`src/rtl/rrlh_pkg.sv`:
```
`default_nettype none

package rrlh_pkg;

	// payload widths
	localparam int OP_W    = 1;
	localparam int CORE_W  = 4;
	localparam int EVENT_W = 2;
	localparam int GSLOT_W = 4;
	localparam int CC_W    = 5;
	localparam int MAP_W   = 64;
	localparam int CIDX_W  = 1;

	// register reset values
	localparam logic [MAP_W-1:0] ROUTE_MAP_RST  = 64'h8AF0_CDEB_1267_5493;
	localparam logic [CC_W-1:0]  CORE_COUNT_RST = 5'd16;

	typedef enum logic [OP_W-1:0] {
		OP_ACQUIRE = 1'b0,
		OP_RELEASE = 1'b1
	} op_t;

	typedef enum logic [EVENT_W-1:0] {
		EV_GRANT = 2'd0,
		EV_QUEUE = 2'd1,
		EV_HAND  = 2'd2,
		EV_FREE  = 2'd3
	} event_t;

	typedef enum logic [CIDX_W-1:0] {
		REG_ROUTE_MAP  = 1'b0,
		REG_CORE_COUNT = 1'b1
	} cfg_reg_t;

endpackage

`default_nettype wire

```
`src/rtl/rrlh_ifs.sv`:
```
`default_nettype none

// request channel: one acquire or release per beat
interface rrlh_req_if;
	logic                          valid;
	logic                          ready;
	logic [rrlh_pkg::OP_W-1:0]     opcode;
	logic [rrlh_pkg::CORE_W-1:0]   core_id;

	modport source (output valid, output opcode, output core_id, input ready);
	modport sink   (input valid, input opcode, input core_id, output ready);
endinterface

// result channel: one event per request
interface rrlh_res_if;
	logic                          valid;
	logic                          ready;
	logic [rrlh_pkg::EVENT_W-1:0]  event_res;
	logic [rrlh_pkg::GSLOT_W-1:0]  grant_slot;
	logic                          lock_held;

	modport source (output valid, output event_res, output grant_slot, output lock_held,
		input ready);
	modport sink   (input valid, input event_res, input grant_slot, input lock_held,
		output ready);
endinterface

// register write channel
interface rrlh_cfg_if;
	logic                          valid;
	logic                          ready;
	logic [rrlh_pkg::CIDX_W-1:0]   index;
	logic [rrlh_pkg::MAP_W-1:0]    data;

	modport source (output valid, output index, output data, input ready);
	modport sink   (input valid, input index, input data, output ready);
endinterface

`default_nettype wire

```
`src/rtl/rrlh_scan.sv`:
```
`default_nettype none

// circular search for the first waiting slot after the start slot
module rrlh_scan #(
	parameter int SLOTS = 16,
	parameter int SW    = 4
) (
	input  logic [SLOTS-1:0] flags,
	input  logic [SW-1:0]    start,
	output logic             found,
	output logic [SW-1:0]    pos
);

	logic [SLOTS-1:0] above;
	logic [SLOTS-1:0] sel;

	// slots strictly after start; flags beyond the live count are always clear,
	// so falling back to the lowest flag wraps around and ends on start itself
	assign above = flags & (({SLOTS{1'b1}} << start) << 1);
	assign sel   = (|above) ? above : flags;
	assign found = |flags;

	// lowest set bit of the selected vector
	always_comb begin
		pos = '0;
		for (int i = SLOTS - 1; i >= 0; i--) begin
			if (sel[i]) begin
				pos = SW'(i);
			end
		end
	end

endmodule

`default_nettype wire

```
`src/rtl/round_robin_lock_handoff.sv`:
```
// a request beat is held in the input register, its event in the result register
// throughput: one request per cycle unless the result channel stalls; the two
//   registers decouple the two channels, and the handoff scan is one rotated priority encode
// reset: wait flags and lock cleared, route map and core count at defaults,
//   both pipeline stages empty; register writes are taken in every cycle
`default_nettype none

module round_robin_lock_handoff #(
	parameter int SLOTS = 16
) (
	input  logic        clk,
	input  logic        arst_n,
	rrlh_req_if.sink    req,
	rrlh_res_if.source  res,
	rrlh_cfg_if.sink    cfg
);

	localparam int SW = (SLOTS > 1) ? $clog2(SLOTS) : 1;
	localparam int NW = $clog2(SLOTS + 1);
	localparam int RW = NW + 4;

	// configuration registers
	logic [rrlh_pkg::MAP_W-1:0] route_q;
	logic [rrlh_pkg::CC_W-1:0]  cc_q;

	// lock state
	logic [SLOTS-1:0] flags_q;
	logic             busy_q;

	// input stage
	logic                        valid_s1;
	logic [rrlh_pkg::OP_W-1:0]   op_s1;
	logic [rrlh_pkg::CORE_W-1:0] core_s1;

	// result stage
	logic                           valid_s2;
	rrlh_pkg::event_t               ev_s2;
	logic [rrlh_pkg::GSLOT_W-1:0]   gs_s2;
	logic                           held_s2;

	logic             advance;
	logic             cc_we;
	logic [NW-1:0]    n_live;
	logic [NW-1:0]    n_new;
	logic [SLOTS-1:0] keep_mask;
	logic [3:0]       entry;
	logic [SW-1:0]    slot;
	logic             found;
	logic [SW-1:0]    pos;
	logic [SLOTS-1:0] flags_nx;
	logic             busy_nx;
	rrlh_pkg::event_t ev_nx;
	logic [SW-1:0]    gs_nx;

	// clamp the core count into 1..SLOTS
	function automatic logic [NW-1:0] clamp_n(input logic [rrlh_pkg::CC_W-1:0] c);
		logic [NW-1:0] r;
		if (c == '0) begin
			r = NW'(1);
		end else if (int'(c) > SLOTS) begin
			r = NW'(SLOTS);
		end else begin
			r = NW'(c);
		end
		return r;
	endfunction

	assign n_live = clamp_n(cc_q);
	assign n_new  = clamp_n(cfg.data[rrlh_pkg::CC_W-1:0]);
	assign cc_we  = cfg.valid && cfg.ready && (cfg.index == rrlh_pkg::REG_CORE_COUNT);

	// slots kept when the count is lowered
	always_comb begin
		for (int i = 0; i < SLOTS; i++) begin
			keep_mask[i] = (i < int'(n_new));
		end
	end

	// handshake
	assign advance   = valid_s1 && (!valid_s2 || res.ready);
	assign req.ready = !valid_s1 || advance;
	assign cfg.ready = 1'b1;

	// routing slot: map entry reduced modulo the live count, restoring steps
	assign entry = route_q[{core_s1, 2'b00} +: 4];

	always_comb begin
		logic [RW-1:0] r;
		logic [RW-1:0] d;
		r = RW'(entry);
		for (int k = 3; k >= 0; k--) begin
			d = RW'(n_live) << k;
			if (r >= d) begin
				r = r - d;
			end
		end
		slot = SW'(r);
	end

	rrlh_scan #(
		.SLOTS(SLOTS),
		.SW   (SW)
	) u_scan (
		.flags(flags_q),
		.start(slot),
		.found(found),
		.pos  (pos)
	);

	// acquire or release against the current state
	always_comb begin
		flags_nx = flags_q;
		busy_nx  = busy_q;
		ev_nx    = rrlh_pkg::EV_FREE;
		gs_nx    = '0;
		if (op_s1 == rrlh_pkg::OP_ACQUIRE) begin
			if (!busy_q) begin
				busy_nx = 1'b1;
				ev_nx   = rrlh_pkg::EV_GRANT;
				gs_nx   = slot;
			end else begin
				flags_nx[slot] = 1'b1;
				ev_nx          = rrlh_pkg::EV_QUEUE;
			end
		end else if (found) begin
			flags_nx[pos] = 1'b0;
			busy_nx       = 1'b1;
			ev_nx         = rrlh_pkg::EV_HAND;
			gs_nx         = pos;
		end else begin
			busy_nx = 1'b0;
		end
	end

	// configuration registers
	always_ff @(posedge clk or negedge arst_n) begin
		if (!arst_n) begin
			route_q <= rrlh_pkg::ROUTE_MAP_RST;
			cc_q    <= rrlh_pkg::CORE_COUNT_RST;
		end else if (cfg.valid && cfg.ready) begin
			if (cfg.index == rrlh_pkg::REG_ROUTE_MAP) begin
				route_q <= cfg.data;
			end else begin
				cc_q <= cfg.data[rrlh_pkg::CC_W-1:0];
			end
		end
	end

	// lock state; a lowered count drops flags that the scan can no longer reach
	always_ff @(posedge clk or negedge arst_n) begin
		if (!arst_n) begin
			flags_q <= '0;
			busy_q  <= 1'b0;
		end else begin
			if (advance) begin
				busy_q <= busy_nx;
			end
			if (cc_we) begin
				flags_q <= (advance ? flags_nx : flags_q) & keep_mask;
			end else if (advance) begin
				flags_q <= flags_nx;
			end
		end
	end

	// input stage
	always_ff @(posedge clk or negedge arst_n) begin
		if (!arst_n) begin
			valid_s1 <= 1'b0;
		end else if (req.ready) begin
			valid_s1 <= req.valid;
		end
	end

	always_ff @(posedge clk) begin
		if (req.valid && req.ready) begin
			op_s1   <= req.opcode;
			core_s1 <= req.core_id;
		end
	end

	// result stage
	always_ff @(posedge clk or negedge arst_n) begin
		if (!arst_n) begin
			valid_s2 <= 1'b0;
		end else if (advance) begin
			valid_s2 <= 1'b1;
		end else if (res.ready) begin
			valid_s2 <= 1'b0;
		end
	end

	always_ff @(posedge clk) begin
		if (advance) begin
			ev_s2   <= ev_nx;
			gs_s2   <= rrlh_pkg::GSLOT_W'(gs_nx);
			held_s2 <= busy_nx;
		end
	end

	assign res.valid      = valid_s2;
	assign res.event_res  = ev_s2;
	assign res.grant_slot = gs_s2;
	assign res.lock_held  = held_s2;

endmodule

`default_nettype wire

```
`src/flat_wrapper.sv`:
```
// flat-port wrapper written by rule: the top's interface ports become plain ports
module round_robin_lock_handoff_flat 
#(
	parameter int SLOTS = 16
)
  (clk, arst_n, req_valid, req_opcode, req_core_id, req_ready, res_valid, res_event_res, res_grant_slot, res_lock_held, res_ready, cfg_valid, cfg_index, cfg_data, cfg_ready);
  rrlh_req_if req_i ();
  rrlh_res_if res_i ();
  rrlh_cfg_if cfg_i ();
  input  logic clk;
  input  logic arst_n;
  input wire logic [$bits(req_i.valid)-1:0] req_valid;
  input wire logic [$bits(req_i.opcode)-1:0] req_opcode;
  input wire logic [$bits(req_i.core_id)-1:0] req_core_id;
  output wire logic [$bits(req_i.ready)-1:0] req_ready;
  output wire logic [$bits(res_i.valid)-1:0] res_valid;
  output wire logic [$bits(res_i.event_res)-1:0] res_event_res;
  output wire logic [$bits(res_i.grant_slot)-1:0] res_grant_slot;
  output wire logic [$bits(res_i.lock_held)-1:0] res_lock_held;
  input wire logic [$bits(res_i.ready)-1:0] res_ready;
  input wire logic [$bits(cfg_i.valid)-1:0] cfg_valid;
  input wire logic [$bits(cfg_i.index)-1:0] cfg_index;
  input wire logic [$bits(cfg_i.data)-1:0] cfg_data;
  output wire logic [$bits(cfg_i.ready)-1:0] cfg_ready;
  assign req_i.valid = req_valid;
  assign req_i.opcode = req_opcode;
  assign req_i.core_id = req_core_id;
  assign req_ready = req_i.ready;
  assign res_valid = res_i.valid;
  assign res_event_res = res_i.event_res;
  assign res_grant_slot = res_i.grant_slot;
  assign res_lock_held = res_i.lock_held;
  assign res_i.ready = res_ready;
  assign cfg_i.valid = cfg_valid;
  assign cfg_i.index = cfg_index;
  assign cfg_i.data = cfg_data;
  assign cfg_ready = cfg_i.ready;
  round_robin_lock_handoff #(.SLOTS(SLOTS)) u_core (.clk(clk), .arst_n(arst_n), .req(req_i), .res(res_i), .cfg(cfg_i));
endmodule
```
`config.mk`:
```
export PLATFORM = sky130hd
export DESIGN_NAME = round_robin_lock_handoff_flat
export DESIGN_NICKNAME = d
export VERILOG_FILES = /design/src/rtl/rrlh_pkg.sv /design/src/rtl/rrlh_ifs.sv /design/src/rtl/rrlh_scan.sv /design/src/rtl/round_robin_lock_handoff.sv /design/src/flat_wrapper.sv
export SDC_FILE = /design/constraint.sdc
export NUM_CORES = 1
export LEC_CHECK = 0
export BUFFER_PORTS_ARGS = -buffer_cell sky130_fd_sc_hd__buf_2
export CORE_MARGIN = 10
export CORE_UTILIZATION = 50
export DETAILED_ROUTE_END_ITERATION = 7
export PLACE_DENSITY = 0.7
export SLEW_MARGIN = 20
export SYNTH_ARGS = -nofsm -noshare
export SYNTH_HDL_FRONTEND = slang
export SYNTH_SLANG_ARGS = --single-unit
```
`constraint.sdc`:
```
create_clock -name clk -period 19.8 [get_ports clk]
set_input_delay 1.98 -clock clk [delete_from_list [all_inputs] [get_ports clk]]
set_output_delay 1.98 -clock clk [all_outputs]
set_load 0.03 [all_outputs]
```
# After elaboration in Yosys (flattened, before gate mapping)
# Index checks and enable logic that the tools add are counted.
[totals]
ff_bits = 100
latchBits = 0
ram_bits = 0
romBits = 0
inputBits = 75
output_inout_bits = 10
wordCells = 109
mem_count = 0
[op_classes]
addsub = 4
mul = 0
div_mod_pow = 0
n_lt_le_gt_ge = 26
n_eq_ne = 0
n_shift = 2
mux = 44
bitwise = 6
n_reduce_logical = 16
[op_table]
columns = ["op", "count"]
rows = [
  ["16-bit 2-to-1 mux", 6],
  ["4-bit 2-to-1 mux", 20],
  ["64-bit by 7-bit indexed part select with 4-bit output", 1],
  ["16-bit AND", 3],
  ["4-bit by 5-bit < comparator with 1-bit output, first input constant", 8],
  ["16-bit OR reduction", 2],
  ["9-bit 2-to-1 mux", 3],
  ["3-bit by 5-bit < comparator with 1-bit output, first input constant", 4],
  ["5-bit 2-to-1 mux", 4],
  ["16-bit inverter", 1],
  ["16-bit bitwise OR", 1],
  ["16-bit by 4-bit left shift with 15-bit output, first input constant", 1],
  ["5-bit > comparator, second input constant", 2],
  ["5-bit zero test", 2],
  ["1-bit by 5-bit < comparator with 1-bit output, first input constant", 2],
  ["2-bit by 5-bit < comparator with 1-bit output, first input constant", 2],
  ["4-bit by 5-bit < comparator with 1-bit output, second input constant", 2],
  ["9-bit by 5-bit >= comparator with 1-bit output", 1],
  ["9-bit by 6-bit >= comparator with 1-bit output", 1],
  ["9-bit by 7-bit >= comparator with 1-bit output", 1],
  ["4-bit by 8-bit subtractor with 9-bit output", 1],
  ["9-bit by 6-bit subtractor with 9-bit output", 1],
  ["9-bit by 7-bit subtractor with 9-bit output", 1],
  ["1-bit demux with 4-bit select", 2],
  ["other kinds (11)", 26],
]

# Longest topological paths before layout
# Gate-level depths: netlist of run 1.
[depth]
depth_word = 42
depth_mapped = 48
mapped_depth_nobuf = 43

# Cells and area by module
# From an unflattened synthesis of run 1, not the netlist that was laid out.
[unflattened]
hier_cells = 652
area_unflattened_um2 = 7006.7
[modules_own_cells]
columns = ["mod", "n_inst", "cells_per_inst", "area_each_um2", "seq_area_each_um2"]
rows = [
  ["round_robin_lock_handoff", 1, 530, 6168.4, 2603.7],
  ["rrlh_scan", 1, 122, 838.3, 0.0],
]

# Worst setup path before layout of run 1
# No wires, ideal clock.
[synth_path]
path_kind = "flip-flop to flip-flop"
startpoint = "register u_core.core_s1[0] in the netlist's numbering"
endpoint = "register u_core.flags_q[9]"
setup_ns = 0.144
t_arrival_ns = 10.122
required_time_ns = 19.656
path_slack_ns = 9.534
stages_incl_launch_ff = 47
n_path_buf = 3
period_less_slack_ns = 10.266
path_cell_list = "edfxtp_1 -> buf_6 -> buf_2 -> mux4_2 -> nand2_1 -> nand2_1 -> o21ai_0 -> ha_1 -> inv_1 -> ha_1 -> inv_1 -> nor2_1 -> o31a_1 -> inv_1 -> ha_1 -> o21ai_0 -> a21oi_1 -> o41ai_2 -> [... 11 more ...] -> clkbuf_1 -> ha_1 -> a21o_1 -> a21o_1 -> a21o_1 -> a2111oi_1 -> o211ai_1 -> a41o_1 -> a211oi_1 -> o21ba_1 -> or3_4 -> a221oi_2 -> nand3_1 -> o221a_2 -> a2111oi_2 -> o32ai_1 -> nor3_2 -> a221oi_1"
[synth_via]
elab_chain_len = 40
word_cells_on_any_way = 52
classes_between = "add/sub: 4; order compare: 8; shift: 2; mux: 30; bitwise: 5; reduce/logical: 3"
[synth_lines]
columns = ["item", "line", "rtl"]
rows = [
  ["start, declared", "round_robin_lock_handoff.sv:33", "logic [rrlh_pkg::CORE_W-1:0] core_s1;"],
  ["start signal, assigned", "round_robin_lock_handoff.sv:178", "core_s1 <= req.core_id;"],
  ["64-bit by 7-bit indexed part select with 4-bit output (*)", "round_robin_lock_handoff.sv:85", "assign entry = route_q[{core_s1, 2'b00} +: 4];"],
  ["4-bit by 8-bit subtractor with 9-bit output or 4-bit by 8-bit >= comparator with 1-bit output (tied branches)", "round_robin_lock_handoff.sv:94, round_robin_lock_handoff.sv:93", ""],
  ["9-bit 2-to-1 mux (*)", "round_robin_lock_handoff.sv:93", "if (r >= d) begin"],
  ["9-bit by 7-bit subtractor with 9-bit output or 9-bit by 7-bit >= comparator with 1-bit output (tied branches)", "round_robin_lock_handoff.sv:94, round_robin_lock_handoff.sv:93", ""],
  ["9-bit 2-to-1 mux (*)", "round_robin_lock_handoff.sv:93", ""],
  ["9-bit by 6-bit subtractor with 9-bit output or 9-bit by 6-bit >= comparator with 1-bit output (tied branches)", "round_robin_lock_handoff.sv:94, round_robin_lock_handoff.sv:93", ""],
  ["9-bit 2-to-1 mux (*)", "round_robin_lock_handoff.sv:93", ""],
  ["9-bit by 5-bit >= comparator with 1-bit output or 4-bit subtractor (tied branches)", "round_robin_lock_handoff.sv:93, round_robin_lock_handoff.sv:94", ""],
  ["[... 24 more ...]", "-", ""],
  ["1-bit demux with 4-bit select", "-", ""],
  ["16-bit inverter (no source line)", "-", ""],
  ["16-bit AND (no source line)", "-", ""],
  ["16-bit 2-to-1 mux", "round_robin_lock_handoff.sv:125", "end else if (found) begin"],
  ["16-bit 2-to-1 mux (*)", "round_robin_lock_handoff.sv:116", "if (op_s1 == rrlh_pkg::OP_ACQUIRE) begin"],
  ["16-bit 2-to-1 mux (*)", "round_robin_lock_handoff.sv:159", "flags_q <= (advance ? flags_nx : flags_q) & keep_mask;"],
  ["16-bit AND", "round_robin_lock_handoff.sv:159", ""],
  ["16-bit 2-to-1 mux (*)", "round_robin_lock_handoff.sv:158", "if (cc_we) begin"],
  ["end signal, assigned", "round_robin_lock_handoff.sv:159", ""],
  ["end signal, assigned", "round_robin_lock_handoff.sv:161", "flags_q <= flags_nx;"],
  ["end, declared", "round_robin_lock_handoff.sv:27", "logic [SLOTS-1:0] flags_q;"],
]
# Every way passes the cells marked *; elsewhere a longest branch is shown, timed or not.
# A chain may end at the register's enable or synchronous reset.

# Final worst setup path of run 1
[layout_path]
startpoint = "register u_core.core_s1[0] in the netlist's numbering"
endpoint = "register u_core.flags_q[10]"
# Same word-level chain as after synthesis.

==> results of run 1 <==
[per-layer routing]
metal  routed length [µm]  part of all wire  up-vias  global-route usage
met5                    0                 0        -                   0
met4                  303             0.014        0              0.0571
met3                 1590             0.076       29              0.0423
met2                 9580              0.46      296               0.320
met1                 9550              0.45     3149               0.287
li1                     -                 -     2818                   -
[cells in the final DEF, fill, tap and decap left out, types with 10 or more instances in the layout]
cell type,instances
sky130_fd_sc_hd__nor2_1,35
sky130_fd_sc_hd__nand3_1,14
sky130_fd_sc_hd__mux4_2,14
sky130_fd_sc_hd__clkbuf_16,10
sky130_fd_sc_hd__inv_1,40
sky130_fd_sc_hd__o21ai_0,30
sky130_fd_sc_hd__dfrtp_1,55
sky130_fd_sc_hd__buf_2,82
sky130_fd_sc_hd__dfstp_2,33
sky130_fd_sc_hd__mux2_2,75
sky130_fd_sc_hd__nand2_1,53
sky130_fd_sc_hd__edfxtp_1,12
sky130_fd_sc_hd__mux2i_1,19
sky130_fd_sc_hd__ha_1,14
sky130_fd_sc_hd__a31oi_1,11
sky130_fd_sc_hd__a21oi_1,34
sky130_fd_sc_hd__nor3_1,15
[registers in the layout, indices dropped and copies added, names as in the netlist]
register and count:
u_core.valid_s1 1, u_core.res.lock_held 1, u_core.res.valid 1, u_core.busy_q 1, u_core.res.event_res 2, u_core.res.grant_slot 4, u_core.core_s1 4, u_core.cc_q 5
u_core.flags_q 16, u_core.op_s1 1, u_core.route_q 64
[worst paths after layout]
check,startpoint,to,cells past startpoint
setup / recovery,u_core.core_s1[0],u_core.flags_q[10],44
hold / removal,u_core.valid_s1,u_core.res.valid,1
setup reg to reg,u_core.core_s1[0],u_core.flags_q[10],44
hold reg to reg,u_core.valid_s1,u_core.res.valid,1
max in group asynchronous,arst_n,u_core.flags_q[12],2
min in group asynchronous,arst_n,u_core.route_q[58],1
[cell families (layout without fill, tap and decap cells)]
logic type | count (synthesis) | in the layout | share of synthesized area
mux | 108 | 108 | 0.188
other cells | 1 | 1 | 0.000521
flops | 100 | 100 | 0.362
buf+inv | 70 | 147 | 0.0404
xor+xnor | 6 | 6 | 0.00731
simple gates | 192 | 192 | 0.144
fa+ha+maj | 17 | 17 | 0.0327
compound gates | 204 | 204 | 0.226
[worst register-to-register path: cells and delay by family, from the launching register on]
kind / cells / cell delay [ns]
flops: 1 / 0.34
buf+inv: 5 / 0.76
mux: 1 / 0.60
compound gates: 20 / 5.05
fa+ha+maj: 5 / 1.39
simple gates: 13 / 3.78
[layout make-up]
type | count | share of cell area
flip-flops and latches | 100 | 0.323
well taps | 180 | 0.0279
inverters | 44 | 0.0205
repair buffers | 87 | 0.0556
clock buffers | 10 | 0.0311
clock inverters | 6 | 0.00761
multi-input cells | 528 | 0.534
[stage by stage]
step	hold WS [ns]	util
floorplan	0.445	-
finish	0.499	0.576
global route	0.530	0.576
CTS	0.505	0.576
detailed placement	0.482	0.554
global placement	0.473	0.554
[power breakdown]
part	total (µW)	internal, µW	switching [µW]
Clock	180	96.3	84.0
Combinational	1100	399	696
Sequential	299	259	39.3
Total	1570	755	819
==> results list, run 1 <==
- Number of unique standard cell types used by synthesis: 108
- Net total in the final layout: 862
- Of the synthesized area, sequential elements account for 0.362.
* F_max: roughly 83 MHz
- Entering global routing, the biggest net connects 65 pins.
* DP Wirelength: 16300 µm
* Number of top-level pins: between 80 and 90
- Initial core utilization: 0.514
- In the synthesized netlist the async set-or-reset flop fraction comes to 0.880.
* Via count of the first global-routing pass: 6407
- The worst-case IR drop observed on VDD is 0.0000809 V.
* Dominant cell type by count on the critical path: sky130_fd_sc_hd__ha_1
- TritonCTS built the clock tree.
- Hold buffer count at CTS: 0
- The design draws ~1600 µW.
* Share of cells above drive strength 1: 0.355
* Leading area contributor after synthesis: sky130_fd_sc_hd__dfrtp_1
- Across every metal layer, demand over resource in global routing totals 0.207.
- The tool flagged a number of max-cap violations equal to 0.
- Number of buffers inserted by post-CTS setup repair: 0
- The detailed router finished its first iteration with between 600 and 700 violations.
- Number of buffers added by the clock tree synthesis step: 9
* Area Overhead vs Synth: 12.1%
- Most common library cells after synthesis: sky130_fd_sc_hd__mux2_2 (75), sky130_fd_sc_hd__dfrtp_1 (55), sky130_fd_sc_hd__nand2_1 (53)
* Classification of the worst setup path: register to register
* Finished Cell Area: between 8000 and 9000 µm²
- Number of nets still failing antenna checks after routing: 0
- Post-synthesis sequential element count: 100
- Setup violations remaining at the end of the flow were counted as 0.
- Die Span X: about 140 µm
- Final antenna diode count: 0
* Placed standard-cell area: roughly 7700 µm²
- Root Buffer: sky130_fd_sc_hd__clkbuf_16
- RePlAce Congestion: 1.01
- The largest individual stage delay along the critical path comes from the cell sky130_fd_sc_hd__nor3_2.
- The worst setup path is captured at a register.
- The count of buffers added on input and output ports is between 80 and 90.
- The count of endpoints failing hold in the final timing report was 0.
* Worst slack at placement: roughly 8.0 ns
* Routed wire length: approximately 21000 µm
* Number of cells in the finished layout apart from fillers: 955
- The worst setup path is launched from a register.
- Setup repair after global routing left no endpoint under its margin.
- Once placement completed, the tool counted placed cells totaling 939.
- The first global-routing pass estimated 33800 µm of wire.
- In this run the worst hold path is classified as register to register.
- Headroom to the max-slew limit came out at 0.305.
* Reg-to-reg slack, setup: approximately 7.7 ns
- Synthesis Warnings: 0
* Most instantiated library cell after synthesis: sky130_fd_sc_hd__mux2_2
* Primary flip-flop cell chosen by synthesis mapping: sky130_fd_sc_hd__dfrtp_1
- Max-slew violation total from the final report: 0
* Number of detailed-route iterations in the first pass: 5
- Area share of the leading cell type in the synthesized netlist: 0.191
- Counting I/O delays and the setup requirement, the final critical path takes around 12 ns.
- Core Footprint: roughly 14000 µm²
* Clock network latency to the later pin of the worst-skew pair: 0.35 ns
* Worst setup skew after layout: roughly 0.012 ns
- Static power due to leakage: 0.00334 µW
- Measured along the y axis, the die boundary spans ~140 µm.
* Number of design rule violations left after detail routing: 0
- The run finished with clean final reports.
- For the pin with the worst max-slew slack, the measured transition is between 1 and 1.5 ns.
- The kind of cell with the highest combined delay along the critical path is compound AO/OA/AOI/OAI gates.
* Number of filler instances in the final layout: 1201
- Data on the critical path is required at its endpoint by between 15 and 20 ns.
- Final critical-path setup slack: around 7.7 ns
- Post-Route Setup TNS: 0 ns
- Ratio of final minimum period to clock period: 0.610
- Counting every net in the synthesized netlist gives between 700 and 800.
- Area contributors post-synth: sky130_fd_sc_hd__dfrtp_1 (19%), sky130_fd_sc_hd__dfstp_2 (12%), sky130_fd_sc_hd__mux2_2 (12%)
* Area of the multi-input gates: around 4300 µm²
- The routed layout has approximately 6.3k vias.
- Cell Rows: 43
- Once the clock tree was built, the resizer swapped 0 gates to a different size.
- The clock passes through at most 2 buffers.
* Number of flops mapped to enable cells by yosys: 12
- The mapped netlist covers around 7000 µm².
* Storage element area: around 2600 µm²
- In the final routed layout, each cell accounts on average for ~22 µm.
- # H-tree levels: 3
- Mean area per synthesized cell: just over 10 µm²
* Clock Sinks: 100
* WP data arrival: approximately 12 ns
- Counting every instance in the synthesized netlist gives 698.
- Critical path peak fanout: 22
- For this run, the slowest stage of the critical path takes about 0.70 ns.
- The critical path contains buffers and inverters numbering 5 combined.
* Floorplan die area: between 15000 and 20000 µm²
- After global routing the overflow that remains totals 0.
- Clock-pin slew was measured on the worst setup and hold paths at 0.07 ns.
* Routed via count divided by cell count: around 6.6
- Initial antenna violation count: 0
- For this design the ratio of total power to cell area is between 150 and 200 nW/µm².
No activity file was read; power rests on OpenSTA's default activity.
==> run 2: changes to the inputs <==
ABC_AREA = 1   (was default)
PLACE_DENSITY = 0.71   (was 0.7)
clock period = 12 ns   (was 19.8 ns; I/O delays follow)
==> run 2 against run 1 <==
Setup slack worse by 4.9 ns. Core utilization hardly changed. Flip-flop and latch count stayed put. Worst hold slack worse by 0.023 ns. Cell area is 9.4% lower. Fmax is 32% higher. Clock skew hardly changed. Area after synthesis is 10% lower. Die area is 8.6% lower.
==> results list, run 2 <==
- Synthesis Warnings: 0
- Summed over all nets, wire length on met2 after detailed routing comes to between 7000 and 8000 µm.
- Chip height: 134 µm
* Regs by FF count: u_core.route_q: 64 flops, u_core.flags_q: 16 flops, u_core.cc_q: 5 flops
* Area Overhead vs Synth: 12.9%
* Most frequent cells in the layout: sky130_fd_sc_hd__nand2_1 (180), sky130_fd_sc_hd__nor2_1 (114), sky130_fd_sc_hd__inv_1 (104)
- The synthesized design contains 12 enable-type register cells.
* Clock tree buffer depth: 2
- I/O Buffers: between 80 and 90
* Total gr overflow: 0
- Critical path peak fanout: 40
- Mean area per synthesized cell: 7.52 µm²
- Clock-pin slew was measured on the worst setup and hold paths at roughly 0.070 ns.
* Via count of the first global-routing pass: roughly 5.8k
* Share of cells above drive strength 1: 0.225
* Startpoint type of the worst setup path: register
- Number of top-level pins: 85
- The register with the most flip-flops in the final layout is u_core.route_q.
- In this run the tightest slew margin relative to its limit is 0.491.
- The floorplan step defined a die boundary enclosing 17900 µm².
- Clock network latency to the later pin of the worst-skew pair: 0.36 ns
- Across the run, the number of max-cap violations was 0.
- Die Span X: approximately 130 µm
- Setup violations, final: 0
- Number of nets still failing antenna checks after routing: 0
* Tot GR Track Use: 0.193
- Most common library cell in the layout ignoring fill and taps: sky130_fd_sc_hd__nand2_1
- The net count of the finished layout is slightly above 1k.
- Routability-driven placement finished with a final weighted congestion of 0.988.
- STA puts the critical path data arrival time at 9.42 ns.
- Setup repair after global routing left no endpoint under its margin.
- In this run, synthesis produced a sequential element count of 100.
- Sequential fraction of the synthesis area: 0.402
- Area contributors post-synth: sky130_fd_sc_hd__dfrtp_1 (21%), sky130_fd_sc_hd__dfstp_2 (13%), sky130_fd_sc_hd__nand2_1 (11%)
* Post-cts sizing count: 0
- Dominant cell type by count on the critical path: sky130_fd_sc_hd__nand2_1
- Number of unique standard cell types used by synthesis: 48
- After detailed routing, no signal wire sits above met4.
* Leading area contributor after synthesis: sky130_fd_sc_hd__dfrtp_1
* Most common library cells after synthesis: sky130_fd_sc_hd__nand2_1 (181), sky130_fd_sc_hd__nor2_1 (114), sky130_fd_sc_hd__inv_1 (104)
- For this block, the initial DRC count from the detailed router was around 500.
- Post-Route Setup TNS: 0 ns
- Mapped Area: roughly 6500 µm²
* Wire length of the first global-routing pass: 28700 µm
- The largest individual stage delay along the critical path comes from the cell sky130_fd_sc_hd__fa_1.
* Class of the tightest hold or removal check: register to register
- Detailed placement ended at an HPWL of 13100 µm.
* Detail-routed net length per standard cell: roughly 15 µm
- The register with the most flip-flops in the layout has 64 of them.
- Final antenna diode count: 0
- For this run, asynchronously set or reset flops after synthesis account for 0.880.
- Dividing the detail-routed via count by the number of cells gives approximately 5.4.
- The first detailed-routing pass took 5 iterations.
* Largest net degree at the start of global routing: 85
- Among all cell types in the netlist, the one instantiated most often is sky130_fd_sc_hd__nand2_1.
- TritonCTS built the clock tree.
- Hold buffer count at CTS: 0
* Crit. End Element: register
- The tree is rooted in a sky130_fd_sc_hd__clkbuf_16.
* Slowest stage delay, CP: 0.47 ns
- Among all flip-flop cells after synthesis, the most frequent one is sky130_fd_sc_hd__dfrtp_1.
- Static timing analysis puts the maximum clock frequency at about 110 MHz.
- Number of buffers inserted by post-CTS setup repair: 0
- Wires add up to ~17000 µm.
- Final count of hold timing violations: 0
- In this run the number of H-tree levels came out at 3.
- Core Footprint: about 13000 µm²
- The count of pins over their slew limit is 0.
- At the pin with the least slew margin, the transition time is roughly 0.76 ns.
- Cell Rows: between 40 and 50
- Classification of the worst setup path: register to register
- Detailed-routed wire length on met3: around 1500 µm
- Clock Sinks: 100
* Clock period minus worst slack: roughly 9.2 ns
- The share of synthesized area in the top cell type comes to 0.213.
- Initial core utilization: 0.511
* Data required, critical path: about 12 ns
* Ratio of final minimum period to clock period: 0.765
- Worst setup skew after layout: around 0.012 ns
- Number of design rule violations left after detail routing: 0
- The number of antenna violations at the first check in global routing is 0.
* Result of the run: finished clean
- Buffers inserted during clock tree synthesis total 9.
* Number of vias after detailed routing: a little under 6k
* Total routed wire length on the met1 layer: roughly 8000 µm
- Number of cells produced by synthesis: 860
* Syn nets: 952
run 2: changes by cell type after synthesis, moves of 14 or more:
cell	change
sky130_fd_sc_hd__mux2i_1	-19
sky130_fd_sc_hd__mux2_2	-51
sky130_fd_sc_hd__nand2_1	+128
sky130_fd_sc_hd__mux4_2	-14
sky130_fd_sc_hd__nand3_1	+50
sky130_fd_sc_hd__a21oi_1	+43
sky130_fd_sc_hd__inv_1	+64
sky130_fd_sc_hd__nor2_1	+79
run 2: worst max-delay path: cells and delay by family (launching register included):
kind	cells	cell delay, ns
adders and majority gates	5	1.42
buffers and inverters	10	1.23
AOI/OAI and AO/OA	14	2.53
DFF	1	0.32
and+or+nand+nor	32	3.48
run 2: area by class of cell:
type | instances | area, µm²
clock inverters | 5 | 41.3
repair buffers | 86 | 440
flip-flops and latches | 100 | 2600
inverters | 114 | 430
well taps | 172 | 215
clock buffers | 11 | 243
fillers | 1198 | 5370
multi-input cells | 621 | 3330
run 2: routing by layer:
layer / vias to the layer above / global-route usage
li1: 2937 / -
met1: 2727 / 0.274
met2: 253 / 0.281
met3: 33 / 0.0526
met4: 0 / 0.0538
met5: - / 0
run 2: through the flow:
step,instance area [µm²],hold WS (ns),util,setup WS (ns),instances
floorplan,6470,0.424,-,4.30,860
global placement,7020,0.458,0.554,3.02,1093
detailed placement,7020,0.466,0.554,2.97,1093
CTS,7300,0.477,0.576,2.93,1109
global route,7300,0.492,0.576,1.85,1109
finish,7300,0.477,0.576,2.82,1109
run 2: kinds of logic after synthesis:
family / share of synthesized area
buffers and inverters: 0.0841
AND/OR/NAND/NOR: 0.287
adder cells (fa/ha/maj): 0.0364
multiplexers: 0.0418
flip-flops: 0.402
XOR/XNOR: 0.00948
other: 0.000580
AO/OA/AOI/OAI: 0.138
run 2: final timing paths:
| path | startpoint | end | slack (ns) | cells past startpoint |
|---|---|---|---|---|
| setup reg to reg | u_core.core_s1[0] | u_core.flags_q[4] | 2.82 | 61 |
| min in group asynchronous | arst_n | u_core.route_q[51] | 0.76 | 1 |
| max in group asynchronous | arst_n | u_core.flags_q[14] | 10.20 | 2 |
| setup / recovery | u_core.core_s1[0] | u_core.flags_q[4] | 2.82 | 61 |
| hold / removal | u_core.route_q[57] | u_core.route_q[57] | 0.48 | 2 |
| hold reg to reg | u_core.route_q[57] | u_core.route_q[57] | 0.48 | 2 |
Power of run 2 is not shown: default switching activity piles up to over one toggle a cycle in this logic, so the estimate is an artifact.
==> run 3: changes to the inputs <==
ABC_AREA = 0   (was 1)
PLACE_DENSITY = 0.73   (was 0.71)
clock period = 7.7 ns   (was 12 ns; I/O delays follow)
==> run 3 against run 2 <==
First-iteration DRC count is 54% higher. Flip-flop and latch count stayed put. The flow now finishes with violations (negative setup slack). Fmax is 5.1% lower. Sequential share of layout area is 11 points lower. Global-route usage is 6.3 points higher. Non-clock buffer count is 238 higher. Cell count is 7.5% higher. Setup slack worse by 4.8 ns. Die area is 9.4% higher. Clock skew is 0.0024 ns lower.
==> results list, run 3 (same netlist as run 1, synthesis figures left out) <==
- F_max: just over 100 MHz
* Final count of hold timing violations: 0
- In the global route stage, met2 resource usage came out at 0.440.
- The endpoint identified for the worst register-to-register timing path is u_core.flags_q[13].
- STA puts the critical path data arrival time at a little under 10 ns.
* Clock Sinks: 100
* Setup violations, final: 20
- Across every metal layer, demand over resource in global routing totals 0.257.
- I/O Buffers: 83
- The cell sitting at the root of the clock tree is a sky130_fd_sc_hd__clkbuf_16.
- Clock period minus worst slack: 9.67 ns
- Counting flops per register, the top entry is u_core.route_q.
* Most frequent cells in the layout: sky130_fd_sc_hd__buf_4 (224), sky130_fd_sc_hd__buf_2 (82), sky130_fd_sc_hd__mux2_2 (75)
- Number of flip-flops in the largest register: 64
* Slowest cell on the critical path: sky130_fd_sc_hd__mux4_2
- Detailed Route Iter0 Violations: about 770
* DP Wirelength: a little under 20000 µm
- RePlAce Congestion: slightly below 1
- Startpoint of the worst-slack reg-to-reg timing path: u_core.core_s1[0]
* Chip height: 140 µm
* Number of vias after detailed routing: 7399
* Core Footprint: ~14000 µm²
- The clock reaches the later pin of the worst-skew pair after approximately 0.35 ns.
* Ratio of final minimum period to clock period: 1.26
- Cells on worst reg2reg path: 40
- Row generation in the floorplan step produced 43 rows.
- Largest net degree at the start of global routing: just under 90
- Regs by FF count: u_core.route_q: 64 flops, u_core.flags_q: 16 flops, u_core.cc_q: 5 flops
* TritonCTS clock tree: done
- The area growth from synthesis to layout is 47.5%.
* Clock tree buffer depth: 2
* Max Cap Violations: 0
- The die covers around 20000 µm².
- The library cell used most frequently in the layout, excluding fill and tap cells, is sky130_fd_sc_hd__buf_4.
* Fin Hold WS: 0.458 ns
- The sequential cells in the finished layout cover a total of 2600 µm².
- Setup repair after global routing could not meet its margin everywhere.
- The run finished, with violations left.
* Critical path peak fanout: 4
- Startpoint type of the worst setup path: register
- Routed wire length: around 26000 µm
- The net count of the finished layout is between 1k and 1.5k.
- Reg-to-reg slack, setup: -1.97 ns
* Crit. End Element: register
* Number of detailed-route iterations in the first pass: 6
* Number of nets still failing antenna checks after routing: 0
- Initial antenna violation count: 0
* Hold buffer count at CTS: 0
* Number of top-level pins: 85
- Data on the critical path is required at its endpoint by between 7 and 8 ns.
- The worst setup path is of the register to register kind.
* Worst setup skew after layout: a little under 0.01 ns
- Worst slack at placement: -2.09 ns
- For this configuration, the core starts out at a cell density of 0.514.
- Clock-pin transition on the worst setup and hold timing paths: 0.07 ns
- The H-tree was split into 3 levels.
- Detail-routed net length per standard cell: roughly 22 µm
* Number of design rule violations left after detail routing: 0
* Worst relative slew slack: 0.303
- The first global-routing pass estimated between 40000 and 50000 µm of wire.
* Violations in the final reports: negative setup slack
* Number of buffers added by the clock tree synthesis step: 9
* Routed via count divided by cell count: approximately 6.2
* Slowest stage delay, CP: approximately 0.49 ns
- The count of pins over their slew limit was 0.
* Busiest grt layer: met2
- For this run, global-route usage on met1 was measured as 0.313.
* Die Span X: 140 µm
* Number of filler instances in the final layout: roughly 900
- The tightest min-delay check is of the input pin to async pin type.
* Total gr overflow: 0
- Grt met3 use: 0.0504
* Worst-Margin Slew: 1.04 ns
- The repair_antennas step left the layout with diodes totalling 0.
* Share of cells above drive strength 1: 0.587
- Across all setup checks in the final design, the least slack found is -1.97 ns.
* Via count of the first global-routing pass: 7765
- Summing all multi-input logic gate instances after layout gives just over 5000 µm².
-- run 3: worst max-delay path, delay by kind of cell (launching register included) --
family / cells / cell delay (ns)
adder cells (fa/ha/maj): 4 / 0.83
multiplexers: 1 / 0.49
buffers and inverters: 3 / 0.38
AO/OA/AOI/OAI: 23 / 5.88
AND/OR/NAND/NOR: 9 / 1.50
flip-flops: 1 / 0.43
-- run 3: layout make-up --
class | instances | share of cell area
Tap cell | 180 | 0.0212
Clock buffer | 11 | 0.0219
Multi-Input combinational cell | 528 | 0.476
Inverter | 44 | 0.0157
Sequential cell | 100 | 0.245
Clock inverter | 5 | 0.00354
Timing Repair Buffer | 324 | 0.216
-- run 3: timing repair --
action,CTS,global route
gates resized for setup,81,25
buffers inserted,36,8
setup endpoints to repair,20,20
pin swaps,46,31
-- run 3: per-stage QoR --
stage	area (µm²)	utilization	cells	setup TNS, ns
after floorplan	7440	-	698	-32.25
after global placement	9430	0.674	1134	-34.53
after detailed placement	9430	0.674	1134	-40.54
after CTS	10400	0.743	1185	-33.23
after global routing	10600	0.758	1192	-46.97
final	10600	0.758	1192	-38.17
-- run 3: how the worst max path moves through the flow --
stage,from,end,slack [ns],depth (start not counted)
final,u_core.core_s1[0],u_core.flags_q[13],-1.97,40
after global routing,u_core.core_s1[0],u_core.flags_q[13],-2.41,42
after CTS,u_core.core_s1[0],u_core.flags_q[9],-1.72,44
after detailed placement,u_core.core_s1[0],u_core.flags_q[1],-2.09,44
after global placement,u_core.core_s1[0],u_core.flags_q[4],-1.79,44
after floorplan,u_core.core_s1[0],u_core.flags_q[8],-1.72,44
-- run 3: routing by layer --
metal	part of all wire	wire length (µm)	vias up
li1	-	-	3304
met1	0.41	10700	3665
met2	0.50	13000	355
met3	0.069	1820	75
met4	0.030	777	0
met5	0	0	-
Power of run 3 is left out for the same reason.
